<file path="src/hdl/pctd_pkg.sv">
// Package for the percent-escape decoder: shared types, constants and
// hex helper functions. No dependencies.
`default_nettype none

package pctd_pkg;

    localparam logic [7:0] PCT_CHAR = 8'h25;

    // Most bytes one input transfer can produce.
    localparam int GRP_MAX = 3;

    // Group queue between the front and back parts.
    localparam int FIFO_DEPTH = 4;
    localparam int FIFO_AW    = $clog2(FIFO_DEPTH);
    localparam int FIFO_CW    = $clog2(FIFO_DEPTH + 1);

    typedef enum logic [1:0] {
        PEND_NONE  = 2'd0,
        PEND_PCT   = 2'd1,
        PEND_DIGIT = 2'd2
    } pend_t;

    // The bytes produced by one input transfer, oldest in slot 0.
    typedef struct packed {
        logic [GRP_MAX-1:0][7:0] bytes;
        logic [1:0]              cnt;
        logic                    fin;
    } group_t;

    function automatic logic is_hex(input logic [7:0] c);
        return ((c >= 8'h30) && (c <= 8'h39)) ||
               ((c >= 8'h61) && (c <= 8'h66)) ||
               ((c >= 8'h41) && (c <= 8'h46));
    endfunction

    // Value of a byte already known to be a hex digit.
    function automatic logic [3:0] hex_nib(input logic [7:0] c);
        if (c <= 8'h39)
        begin
            return c[3:0];
        end
        return c[3:0] + 4'd9;
    endfunction

endpackage

`default_nettype wire

</file>
<file path="src/hdl/pctd_front.sv">
// Front part of the percent-escape decoder: escape state and classification
// of each input byte into a group of output bytes. Depends on pctd_pkg.
`default_nettype none

module pctd_front (
    input  wire logic            clk,
    input  wire logic            rst_n,
    input  wire logic            in_valid,
    output logic                 in_ready,
    input  wire logic [7:0]      in_byte,
    input  wire logic            is_final,
    input  wire logic            fifo_full,
    output logic                 push,
    output pctd_pkg::group_t     push_grp
);
    import pctd_pkg::*;

    pend_t      pend_reg, pend_next;
    logic [7:0] held_reg, held_next;
    logic       accept;
    logic [1:0] n;
    group_t     grp;

    assign in_ready = !fifo_full;
    assign accept   = in_valid && in_ready;
    assign push     = accept && (grp.cnt != 2'd0);
    assign push_grp = grp;

    always_ff @(posedge clk or negedge rst_n)
    begin
        if (!rst_n)
        begin
            pend_reg <= PEND_NONE;
            held_reg <= 8'h00;
        end
        else if (accept)
        begin
            pend_reg <= pend_next;
            held_reg <= held_next;
        end
    end

    always_comb
    begin
        pend_next = PEND_NONE;
        held_next = 8'h00;
        n         = 2'd0;
        grp       = '0;
        grp.fin   = is_final;

        unique case (pend_reg)
            PEND_PCT:
            begin
                if (is_hex(in_byte))
                begin
                    held_next = in_byte;
                    pend_next = PEND_DIGIT;
                end
                else
                begin
                    grp.bytes[n] = PCT_CHAR;
                    n = n + 2'd1;
                    if (in_byte == PCT_CHAR)
                    begin
                        pend_next = PEND_PCT;
                    end
                    else
                    begin
                        grp.bytes[n] = in_byte;
                        n = n + 2'd1;
                    end
                end
            end
            PEND_DIGIT:
            begin
                // The held byte is always a hex digit here.
                if (is_hex(in_byte) && ({hex_nib(held_reg), hex_nib(in_byte)} != 8'h00))
                begin
                    grp.bytes[n] = {hex_nib(held_reg), hex_nib(in_byte)};
                    n = n + 2'd1;
                end
                else
                begin
                    grp.bytes[n] = PCT_CHAR;
                    n = n + 2'd1;
                    grp.bytes[n] = held_reg;
                    n = n + 2'd1;
                    if (in_byte == PCT_CHAR)
                    begin
                        pend_next = PEND_PCT;
                    end
                    else
                    begin
                        grp.bytes[n] = in_byte;
                        n = n + 2'd1;
                    end
                end
            end
            default:
            begin
                if (in_byte == PCT_CHAR)
                begin
                    pend_next = PEND_PCT;
                end
                else
                begin
                    grp.bytes[n] = in_byte;
                    n = n + 2'd1;
                end
            end
        endcase

        // End of string: whatever escape is still open goes out literally.
        if (is_final)
        begin
            if (pend_next == PEND_PCT)
            begin
                grp.bytes[n] = PCT_CHAR;
                n = n + 2'd1;
            end
            else if (pend_next == PEND_DIGIT)
            begin
                grp.bytes[n] = PCT_CHAR;
                n = n + 2'd1;
                grp.bytes[n] = held_next;
                n = n + 2'd1;
            end
            pend_next = PEND_NONE;
            held_next = 8'h00;
        end

        grp.cnt = n;
    end

endmodule

`default_nettype wire

</file>
<file path="src/hdl/pctd_fifo.sv">
// Short queue of byte groups between the front and back parts of the
// percent-escape decoder. Depends on pctd_pkg.
`default_nettype none

module pctd_fifo (
    input  wire logic              clk,
    input  wire logic              rst_n,
    input  wire logic              push,
    input  wire pctd_pkg::group_t  push_grp,
    input  wire logic              pop,
    output pctd_pkg::group_t       head,
    output logic                   full,
    output logic                   empty
);
    import pctd_pkg::*;

    group_t               mem [FIFO_DEPTH];
    logic [FIFO_AW-1:0]   wr_ptr_reg, rd_ptr_reg;
    logic [FIFO_CW-1:0]   count_reg, count_next;

    assign full  = (count_reg == FIFO_CW'(FIFO_DEPTH));
    assign empty = (count_reg == '0);
    assign head  = mem[rd_ptr_reg];

    always_comb
    begin
        count_next = count_reg;
        if (push && !pop)
        begin
            count_next = count_reg + 1'b1;
        end
        else if (pop && !push)
        begin
            count_next = count_reg - 1'b1;
        end
    end

    always_ff @(posedge clk or negedge rst_n)
    begin
        if (!rst_n)
        begin
            wr_ptr_reg <= '0;
            rd_ptr_reg <= '0;
            count_reg  <= '0;
        end
        else
        begin
            if (push)
            begin
                wr_ptr_reg <= (wr_ptr_reg == FIFO_AW'(FIFO_DEPTH - 1)) ? '0 : wr_ptr_reg + 1'b1;
            end
            if (pop)
            begin
                rd_ptr_reg <= (rd_ptr_reg == FIFO_AW'(FIFO_DEPTH - 1)) ? '0 : rd_ptr_reg + 1'b1;
            end
            count_reg <= count_next;
        end
    end

    always_ff @(posedge clk)
    begin
        if (push)
        begin
            mem[wr_ptr_reg] <= push_grp;
        end
    end

endmodule

`default_nettype wire

</file>
<file path="src/hdl/pctd_back.sv">
// Back part of the percent-escape decoder: unpacks queued groups into one output
// byte per cycle while out_ready allows, via an output register. Needs pctd_pkg.
`default_nettype none

module pctd_back (
    input  wire logic              clk,
    input  wire logic              rst_n,
    input  wire pctd_pkg::group_t  head,
    input  wire logic              fifo_empty,
    output logic                   pop,
    output logic                   out_valid,
    input  wire logic              out_ready,
    output logic [7:0]             out_byte,
    output logic                   run_last,
    output logic                   string_end
);
    import pctd_pkg::*;

    logic       busy_reg, busy_next;
    logic [1:0] idx_reg, idx_next;
    group_t     grp_reg, grp_next;
    logic       out_valid_reg, out_valid_next;
    logic [7:0] out_byte_reg, out_byte_next;
    logic       run_last_reg, run_last_next;
    logic       string_end_reg, string_end_next;

    group_t     src;
    logic [1:0] src_idx;
    logic       load, take, last;

    assign out_valid  = out_valid_reg;
    assign out_byte   = out_byte_reg;
    assign run_last   = run_last_reg;
    assign string_end = string_end_reg;

    always_comb
    begin
        load     = !out_valid_reg || out_ready;
        src      = busy_reg ? grp_reg : head;
        src_idx  = busy_reg ? idx_reg : 2'd0;
        take     = load && (busy_reg || !fifo_empty);
        last     = (src_idx == (src.cnt - 2'd1));
        pop      = take && !busy_reg;

        busy_next       = busy_reg;
        idx_next        = idx_reg;
        grp_next        = grp_reg;
        out_valid_next  = out_valid_reg;
        out_byte_next   = out_byte_reg;
        run_last_next   = run_last_reg;
        string_end_next = string_end_reg;

        if (take)
        begin
            out_valid_next  = 1'b1;
            out_byte_next   = src.bytes[src_idx];
            run_last_next   = last;
            string_end_next = last && src.fin;
            if (last)
            begin
                busy_next = 1'b0;
            end
            else
            begin
                busy_next = 1'b1;
                idx_next  = src_idx + 2'd1;
                grp_next  = src;
            end
        end
        else if (load)
        begin
            out_valid_next = 1'b0;
        end
    end

    always_ff @(posedge clk or negedge rst_n)
    begin
        if (!rst_n)
        begin
            busy_reg      <= 1'b0;
            out_valid_reg <= 1'b0;
        end
        else
        begin
            busy_reg      <= busy_next;
            out_valid_reg <= out_valid_next;
        end
    end

    always_ff @(posedge clk)
    begin
        idx_reg        <= idx_next;
        grp_reg        <= grp_next;
        out_byte_reg   <= out_byte_next;
        run_last_reg   <= run_last_next;
        string_end_reg <= string_end_next;
    end

endmodule

`default_nettype wire

</file>
<file path="src/hdl/percent_escape_decoder_top.sv">
// Top level of the percent-escape (URL) decoder: front, group queue and back.
// Depends on pctd_pkg, pctd_front, pctd_fifo and pctd_back.
`default_nettype none

// Channel  Handshake            Payload                          Direction
// -------  -------------------  -------------------------------  ---------
// input    in_valid / in_ready  in_byte[7:0], is_final           into block
// output   out_valid/out_ready  out_byte[7:0], run_last,         out of block
//                               string_end
//
// Flow: one input transfer is taken every cycle while the group queue has
// room; each output byte leaves on its own cycle, so the rate is set by the
// back part's one-byte-per-cycle unpacker and by out_ready. An input byte
// passes through the queue entry written at its transfer and then through
// the output register before it reaches the output.
// Reset: rst_n clears the escape state, the queue pointers and the output
// valid; no clearing pass is needed.
// Stalls: the input side stalls only when the four-entry queue is full, and
// the output side never blocks the front while queue space remains.
//
// The front part holds the escape state (pending count and first digit) and
// turns each input byte into a group of zero to three output bytes. Groups
// with no bytes (an escape still open) are not queued. The back part pops a
// group and sends its bytes in order, marking the last byte of each group
// with run_last and, for a group that ends a string, with string_end.

module percent_escape_decoder_top (
    input  wire logic       clk,
    input  wire logic       rst_n,
    input  wire logic       in_valid,
    output logic            in_ready,
    input  wire logic [7:0] in_byte,
    input  wire logic       is_final,
    output logic            out_valid,
    input  wire logic       out_ready,
    output logic [7:0]      out_byte,
    output logic            run_last,
    output logic            string_end
);
    import pctd_pkg::*;

    logic   push;
    group_t push_grp;
    logic   pop;
    group_t head;
    logic   fifo_full;
    logic   fifo_empty;

    pctd_front u_front (
        .clk       (clk),
        .rst_n     (rst_n),
        .in_valid  (in_valid),
        .in_ready  (in_ready),
        .in_byte   (in_byte),
        .is_final  (is_final),
        .fifo_full (fifo_full),
        .push      (push),
        .push_grp  (push_grp)
    );

    pctd_fifo u_fifo (
        .clk      (clk),
        .rst_n    (rst_n),
        .push     (push),
        .push_grp (push_grp),
        .pop      (pop),
        .head     (head),
        .full     (fifo_full),
        .empty    (fifo_empty)
    );

    pctd_back u_back (
        .clk        (clk),
        .rst_n      (rst_n),
        .head       (head),
        .fifo_empty (fifo_empty),
        .pop        (pop),
        .out_valid  (out_valid),
        .out_ready  (out_ready),
        .out_byte   (out_byte),
        .run_last   (run_last),
        .string_end (string_end)
    );

    // A queued group always carries at least one byte, and a final one too.
    a_push_nonempty: assert property (@(posedge clk) disable iff (!rst_n)
        push |-> (push_grp.cnt != 2'd0))
        else $error("empty group queued");

    // The back part only pops a group the queue actually holds.
    a_pop_nonempty: assert property (@(posedge clk) disable iff (!rst_n)
        pop |-> !fifo_empty)
        else $error("pop from empty group queue");

    // The end of a string is always the last byte of its input transfer.
    a_end_is_last: assert property (@(posedge clk) disable iff (!rst_n)
        (out_valid && string_end) |-> run_last)
        else $error("string_end without run_last");

    // A final input transfer always produces a group marked final.
    a_final_queued: assert property (@(posedge clk) disable iff (!rst_n)
        (in_valid && in_ready && is_final) |-> (push && push_grp.fin))
        else $error("final byte produced no final group");

endmodule

`default_nettype wire
</file>
<file path="config.mk">
export PLATFORM = sky130hd
export DESIGN_NAME = percent_escape_decoder_top
export DESIGN_NICKNAME = d
export VERILOG_FILES = /design/src/hdl/pctd_pkg.sv /design/src/hdl/pctd_front.sv /design/src/hdl/pctd_fifo.sv /design/src/hdl/pctd_back.sv /design/src/hdl/percent_escape_decoder_top.sv
export SDC_FILE = /design/constraint.sdc
export NUM_CORES = 1
export LEC_CHECK = 0
export BUFFER_PORTS_ARGS = -buffer_cell sky130_fd_sc_hd__buf_2
export CAP_MARGIN = 20
export CELL_PAD_IN_SITES_DETAIL_PLACEMENT = 1
export CELL_PAD_IN_SITES_GLOBAL_PLACEMENT = 2
export CORE_ASPECT_RATIO = 0.7
export CORE_MARGIN = 3
export CORE_UTILIZATION = 41
export DETAILED_ROUTE_END_ITERATION = 7
export HOLD_SLACK_MARGIN = 0.12
export MAX_ROUTING_LAYER = met4
export PLACE_DENSITY_LB_ADDON = 0.1
export SYNTH_ARGS = -nofsm -noshare
export SYNTH_HDL_FRONTEND = slang
export SYNTH_SLANG_ARGS = --single-unit
</file>
<file path="constraint.sdc">
create_clock -name clk -period 4 [get_ports clk]
set_input_delay 0.8 -clock clk [delete_from_list [all_inputs] [get_ports clk]]
set_output_delay 0.8 -clock clk [all_outputs]
set_load 0.02 [all_outputs]
</file>
======== After elaboration in Yosys (flattened, before gate mapping) ========
Memory sizes are Yosys's and may differ from the RTL's.
Cells that the tools add are included.
operators by class
  add/sub/neg operators ................... 10
  $lt $le $gt $ge ......................... 12
  equality and inequality tests ........... 9
  multiplexer cells ....................... 61
  bitwise gates (word level) .............. 4
  reduce and logical (&&, ||, !) cells .... 29
operator list
  operator               count
  $mux W24               3
  $mux W8                9
  $demux W8 S2           2
  $mux W16               2
  $mux W4                8
  $pmux W8 S2            2
  $mux W27               1
  $bwmux W24             1
  $mux W2                12
  $bmux W8 S2            1
  $ge A8 B7 Y1 const B   2
  $le A8 B6 Y1 const B   2
  $le A8 B7 Y1 const B   2
  $mux W1                16
  $and A15 B15 Y15       1
  $not A15 Y15           1
  $logic_and A1 B1 Y1    13
  $add A2 B1 Y2 const B  5
  $lt A2 B3 Y1 const B   3
  $or A9 B9 Y9           1
  $add A4 B4 Y4 const B  2
  $eq A2 B2 Y1 const B   4
  $eq A8 B6 Y1 const B   1
  $ge A8 B6 Y1 const B   1
  16 further kinds       30
word-level totals
  flip-flop bits (word level) ............. 58
  RAM bits ................................ 108
  input bits .............................. 13
  output and inout bits ................... 12
  logic and storage cells ................. 142
  memories ................................ 1
memory list
  name        words  bits a word  rd ports  clocked after Yosys merged registers in  wr ports  line             source
  u_fifo.mem  4      27           1         0                                        1         pctd_fifo.sv:17  group_t mem [FIFO_DEPTH];

======== Logic depth before layout (Yosys ltp) ========
  word-level depth ........................ 20
  mapped depth ............................ 21
  mapped depth without buffers ............ 18

======== Hierarchy ========
A second synthesis with hierarchy kept.
second synthesis, totals
  cell total of the unflattened synthesis .. 555
  area, all modules ....................... 8130.3 um^2
by module, submodules not included
  module      times used  cells an instance  area each (um^2)  seq. area each (um^2)
  pctd_fifo   1           178                4320.4            3418.3
  pctd_back   1           134                1974.4            1221.2
  pctd_front  1           243                1835.5            250.2

======== Worst setup path before layout ========
No wires, ideal clock.
  kind .................................... input to register
  start point ............................. input port in_byte[1]
  end point ............................... register u_fifo.count_reg[1]
  setup time .............................. 0.125 ns
  arrival ................................. 4.611 ns
  data required time ...................... 3.875 ns
  setup slack ............................. -0.736 ns
  cell stages on the path ................. 19
  buffers on the path ..................... 3
  cells stage by stage .................... buf_2 > inv_1 > ha_1 > o21bai_1 > a21o_1 > a41oi_2 > o41a_1 > nor2_1 > o21ai_0 > ha_1 > clkbuf_1 > nor4_2 > a2111oi_0 > or3_1 > buf_6 > ha_1 > inv_1 > fa_1 > mux2_2
between the ends
  elaborated cells between the ends (all ways) .. 44
  those cells by class .................... 3 x add/sub; 6 x order compare; 3 x eq/ne; 19 x mux; 13 x reduce/logical
RTL lines
  what                      line                              source
  from (decl)               percent_escape_decoder_top.sv:32  input wire logic [7:0] in_byte,
  $le A8 B6 Y1              pctd_pkg.sv:31, pctd_pkg.sv:38
  $mux W1                   pctd_pkg.sv:38                    if (c <= 8'h39)
  $mux W1                   pctd_front.sv:51                  unique case (pend_reg)
  $mux W4                   pctd_pkg.sv:42                    return c[3:0] + 4'd9;
  $mux W4                   pctd_front.sv:51
  $reduce_bool A8 Y1        pctd_front.sv:77                  if (is_hex(in_byte) && ({hex_nib(held_reg), hex_nib(in_byte)} != 8'h00))
  $logic_and A1 B1 Y1       pctd_front.sv:77
  $mux W2                   pctd_front.sv:77
  (+4 left out)             -
  $mux W2                   pctd_front.sv:116                 if (pend_next == PEND_PCT)
  $mux W2 *                 pctd_front.sv:114                 if (is_final)
  $reduce_bool A2 Y1 *      pctd_front.sv:26                  assign push = accept && (grp.cnt != 2'd0);
  $logic_and A1 B1 Y1 *     pctd_front.sv:26
  net push                  percent_escape_decoder_top.sv:42  logic push;
  $logic_and A1 B1 Y1 *     pctd_fifo.sv:28                   if (push && !pop)
  $mux W3 *                 pctd_fifo.sv:28
  net u_fifo.count_next[1]  pctd_fifo.sv:19                   logic [FIFO_CW-1:0] count_reg, count_next;
  to (signal assigned)      pctd_fifo.sv:56                   count_reg <= count_next;
  to (decl)                 pctd_fifo.sv:19
Mark *: on every way through the listed nets, which the timed path passes. The rest lies on a longest branch. The select of a mux whose other input is x is not followed.
A chain may end at the register's enable or synchronous reset.

======== Worst setup path after layout ========
  start point ............................. input port in_byte[1]
  end point ............................... register u_fifo.count_reg[1]
between the ends
  elaborated cells between the ends (all ways) .. 44
  those cells by class .................... 3 x add/sub; 6 x order compare; 3 x eq/ne; 19 x mux; 13 x reduce/logical
RTL lines
  what                      line                            source
  $le A8 B6 Y1              pctd_pkg.sv:31, pctd_pkg.sv:38
  $mux W1                   pctd_pkg.sv:38
  $mux W1                   pctd_front.sv:51
  $mux W4                   pctd_pkg.sv:42
  $mux W4                   pctd_front.sv:51
  $reduce_bool A8 Y1        pctd_front.sv:77
  $logic_and A1 B1 Y1       pctd_front.sv:77
  $mux W2                   pctd_front.sv:77
  (+3 left out)             -
  $mux W2                   pctd_front.sv:121               else if (pend_next == PEND_DIGIT)
  $mux W2                   pctd_front.sv:116
  $mux W2 *                 pctd_front.sv:114
  $reduce_bool A2 Y1 *      pctd_front.sv:26
  $logic_and A1 B1 Y1 *     pctd_front.sv:26
  $logic_and A1 B1 Y1 *     pctd_fifo.sv:28
  $mux W3 *                 pctd_fifo.sv:28
  net u_fifo.count_next[1]  pctd_fifo.sv:19
Marks and branches as above.

==> results.yml <==
run_status:
  status: "finished clean"
floorplan:
  start_util_pct: 42.8
  die-height_um: 122
  io-pin-count: 25
  core_um2: 18500
  rows: 41
  dieArea_um2: 21000
  die_w_um: 172
power:
  clkPwrFrac_pct: 26.6
  ir_drop_mv: 0.559
  leakagePower_nw: 3.57
  p_per_area_nw_per_um2: 668
  p_int_mw: 4.24
  combPwrFrac_pct: 30.9
  power.total_mw: 6.39
  power_frac_seq_pct: 42.6
  p_sw_share_pct: 33.6
  p_sw_mw: 2.15
layout:
  final_cell_area_um2: 9580
  layout.nets: 692
  n_antenna_cell: 0
  fill_cells: 1856
  multi_input_area_um2: 2940
  final_cell_mix: "147 x edfxtp_1, 108 x nand2_1, 68 x buf_4, 27 x mux4_2, 21 x buf_2"
  final_util_pct: 51.9
  final_common_cell: "edfxtp_1"
  largest_register_ffs: 108
  final-seq-area_um2: 4890
  areaGrowthSynthToFinish_pct: 21.1
  drive_above_1_share_pct: 31.6
logic_synthesis:
  synth_top_area_cell: "edfxtp_1"
  syn_inst: 573
  ys_seq_area_share_pct: 61.8
  synth_enable_flop_cells: 147
  ys_ff_latch: 166
  synth_cell_types: 71
  synth_area_per_cell_um2: 13.8
  synth_area_um2: 7910
  synth_top_area_share_pct: 55.8
  yosysWarningCount: 0
  synth_ff_type: "edfxtp_1"
  synthTopCellsByArea: "edfxtp_1 56%, mux4_2 7.7%, dfrtp_1 6.0%"
  syn-num-nets: 608
  synthArstFlopShare_pct: 11.4
cts:
  root_buffer: "clkbuf_16"
  htreeDepth: 4
  cts.sinks: 166
  path_clk_slew_ps: 80
  cts_hold_buf: 0
  clk_latency_ps: 430
  cts_tree: "done"
  numCtsBuffers: 17
  cts_buffer_depth: 2
placed_design:
  gp_congestion: 0.912
  dp_hpwl_um: 14100
  port_buffers: 24
  placed_cell_area_um2: 8760
detailed_routing:
  drt_iter0_drc: 424
  postRouteAntennaNets: 0
  route.detailed.drc: 0
  detail_route.wl_per_cell_um: 22.0
  via_per_inst: 5.65
  wirelength_um: 20000
  first_pass_iters: 5
  vias: 5115
timing:
  skew_ps: 21.0
  period_share_pct: 98.1
  max_freq_mhz: 255
  finalMaxSlewViolations: 0
  finalCriticalPeriod_ps: 3920
  setup_tns_ps: 0
  hold_violations: 0
  worst_pin_slew_ps: 994
  rsz0062_at_grt: "yes"
  setup_viol_count_final: 0
  slew_headroom_pct: 33.5
run:
  maxCapViolCount: 0
setup_path:
  cp.arrival_ps: 4240
  crit_type: "in2reg"
  setup.worst_path.start_class: "input pin"
  slowest_delay_ps: 480
  crit_path_cell_trace: "buf_8 > inv_6 > ha_4 > o21bai_4 > a21o_1 > a41oi_2 > o41a_1 > nor2_2 > o21ai_2 > ha_2 > nor4_4 > buf_4 > nor4_2 > or3_4 > ha_4 > inv_2 > fa_1 > mux2_4"
  worstSetupEndpointType: "register"
  cp_common_cell: "ha_4"
  cp_data_required_time_ps: 4310
  crit_fanout: 3
  cp_slowest_cell: "o41a_1"
global_routing:
  grt_max_degree: 35
  grt_pass1_vias: 5410
  overflow: 0
  grt_pass1_wl_um: 31400
  antenna_found_initial: 0
  grt_usage_pct: 20.8
worst_hold_path:
  hp-class: "in2async"
cell type report:
type	instances	share of cell area (%)
Timing Repair Buffer	96	7.62
Sequential cell	166	51.1
Clock buffer	17	4.44
Inverter	21	0.901
Clock inverter	15	2.17
Multi-Input combinational cell	355	30.7
Tap cell	236	3.08
power groups by stage:
stage	sequential [mW]	clock, mW	combinational, mW
floorplan	2.77	0	1.28
global placement	2.73	0	1.93
detailed placement	2.76	0	1.98
CTS	2.73	1.74	1.99
global route	2.77	1.81	2.20
finish	2.72	1.70	1.97
path summary, 6_finish.rpt:
path	startpoint	endpoint	slack (ps)	cells past startpoint
max	in_byte[1]	u_fifo.count_reg[1]$_DFFE_PN0P_	80	18
min	rst_n	u_front.pend_reg[0]$_DFFE_PN0P_	310	1
max reg2reg	u_front.held_reg[0]$_DFFE_PN0P_	u_fifo.count_reg[1]$_DFFE_PN0P_	110	17
min reg2reg	u_fifo.count_reg[2]$_DFFE_PN0P_	u_fifo.count_reg[2]$_DFFE_PN0P_	520	1
max in group asynchronous	rst_n	u_fifo.rd_ptr_reg[0]$_DFFE_PN0P_	3330	1
min in group clk	u_fifo.count_reg[2]$_DFFE_PN0P_	u_fifo.count_reg[2]$_DFFE_PN0P_	520	1
timing repair:
item                       CTS  global route
cloned                       0             0
resized for setup            3            28
buffers inserted             4             5
pin swaps                    7            13
setup endpoints to repair    2           110
synth_stat cells (7+ instances only):
cell type,n
nor2_1,17
nor3_1,7
inv_1,20
a21boi_0,8
dfrtp_1,19
mux4_2,27
edfxtp_1,147
o2bb2ai_1,8
buf_2,7
a22o_1,13
clkbuf_1,18
a22oi_1,9
nand2_1,108
o21ai_0,9
a21oi_1,7
ha_1,21
per-stage QoR:
| step | cells | setup slack, ps | hold WS (ps) |
|---|---|---|---|
| 2_1_floorplan | 573 | -432 | 464 |
| 3_3_place_gp | 865 | -406 | 496 |
| 3_5_place_dp | 865 | -551 | 505 |
| 4_1_cts | 901 | 16.1 | 306 |
| 5_1_grt | 906 | -52.6 | 334 |
| 6_report | 906 | 75.6 | 314 |
routing by layer:
layer	vias to the layer above	share of wire, %	GRT usage [%]
met2	101	46	30.9
met1	2626	48	29.1
met5	-	0	-
met4	0	0.91	5.23
li1	2374	-	-
met3	14	5.0	4.99
critical path, delay by kind of cell:
kind | cells | cell delay, ps
AND/OR/NAND/NOR | 4 | 880
multiplexers | 1 | 280
AO/OA/AOI/OAI | 5 | 1000
adder cells (fa/ha/maj) | 4 | 940
buffers and inverters | 4 | 330
kinds of logic after synthesis:
logic type      count (synthesis)  share of synthesized area (%)
mux                            35                           8.92
xor+xnor                        7                          0.775
flops                         166                           61.8
buf+inv                        52                           2.86
fa+ha+maj                      22                           3.57
simple gates                  179                           10.6
compound gates                112                           11.4
Power figures use the tool's default switching activity.
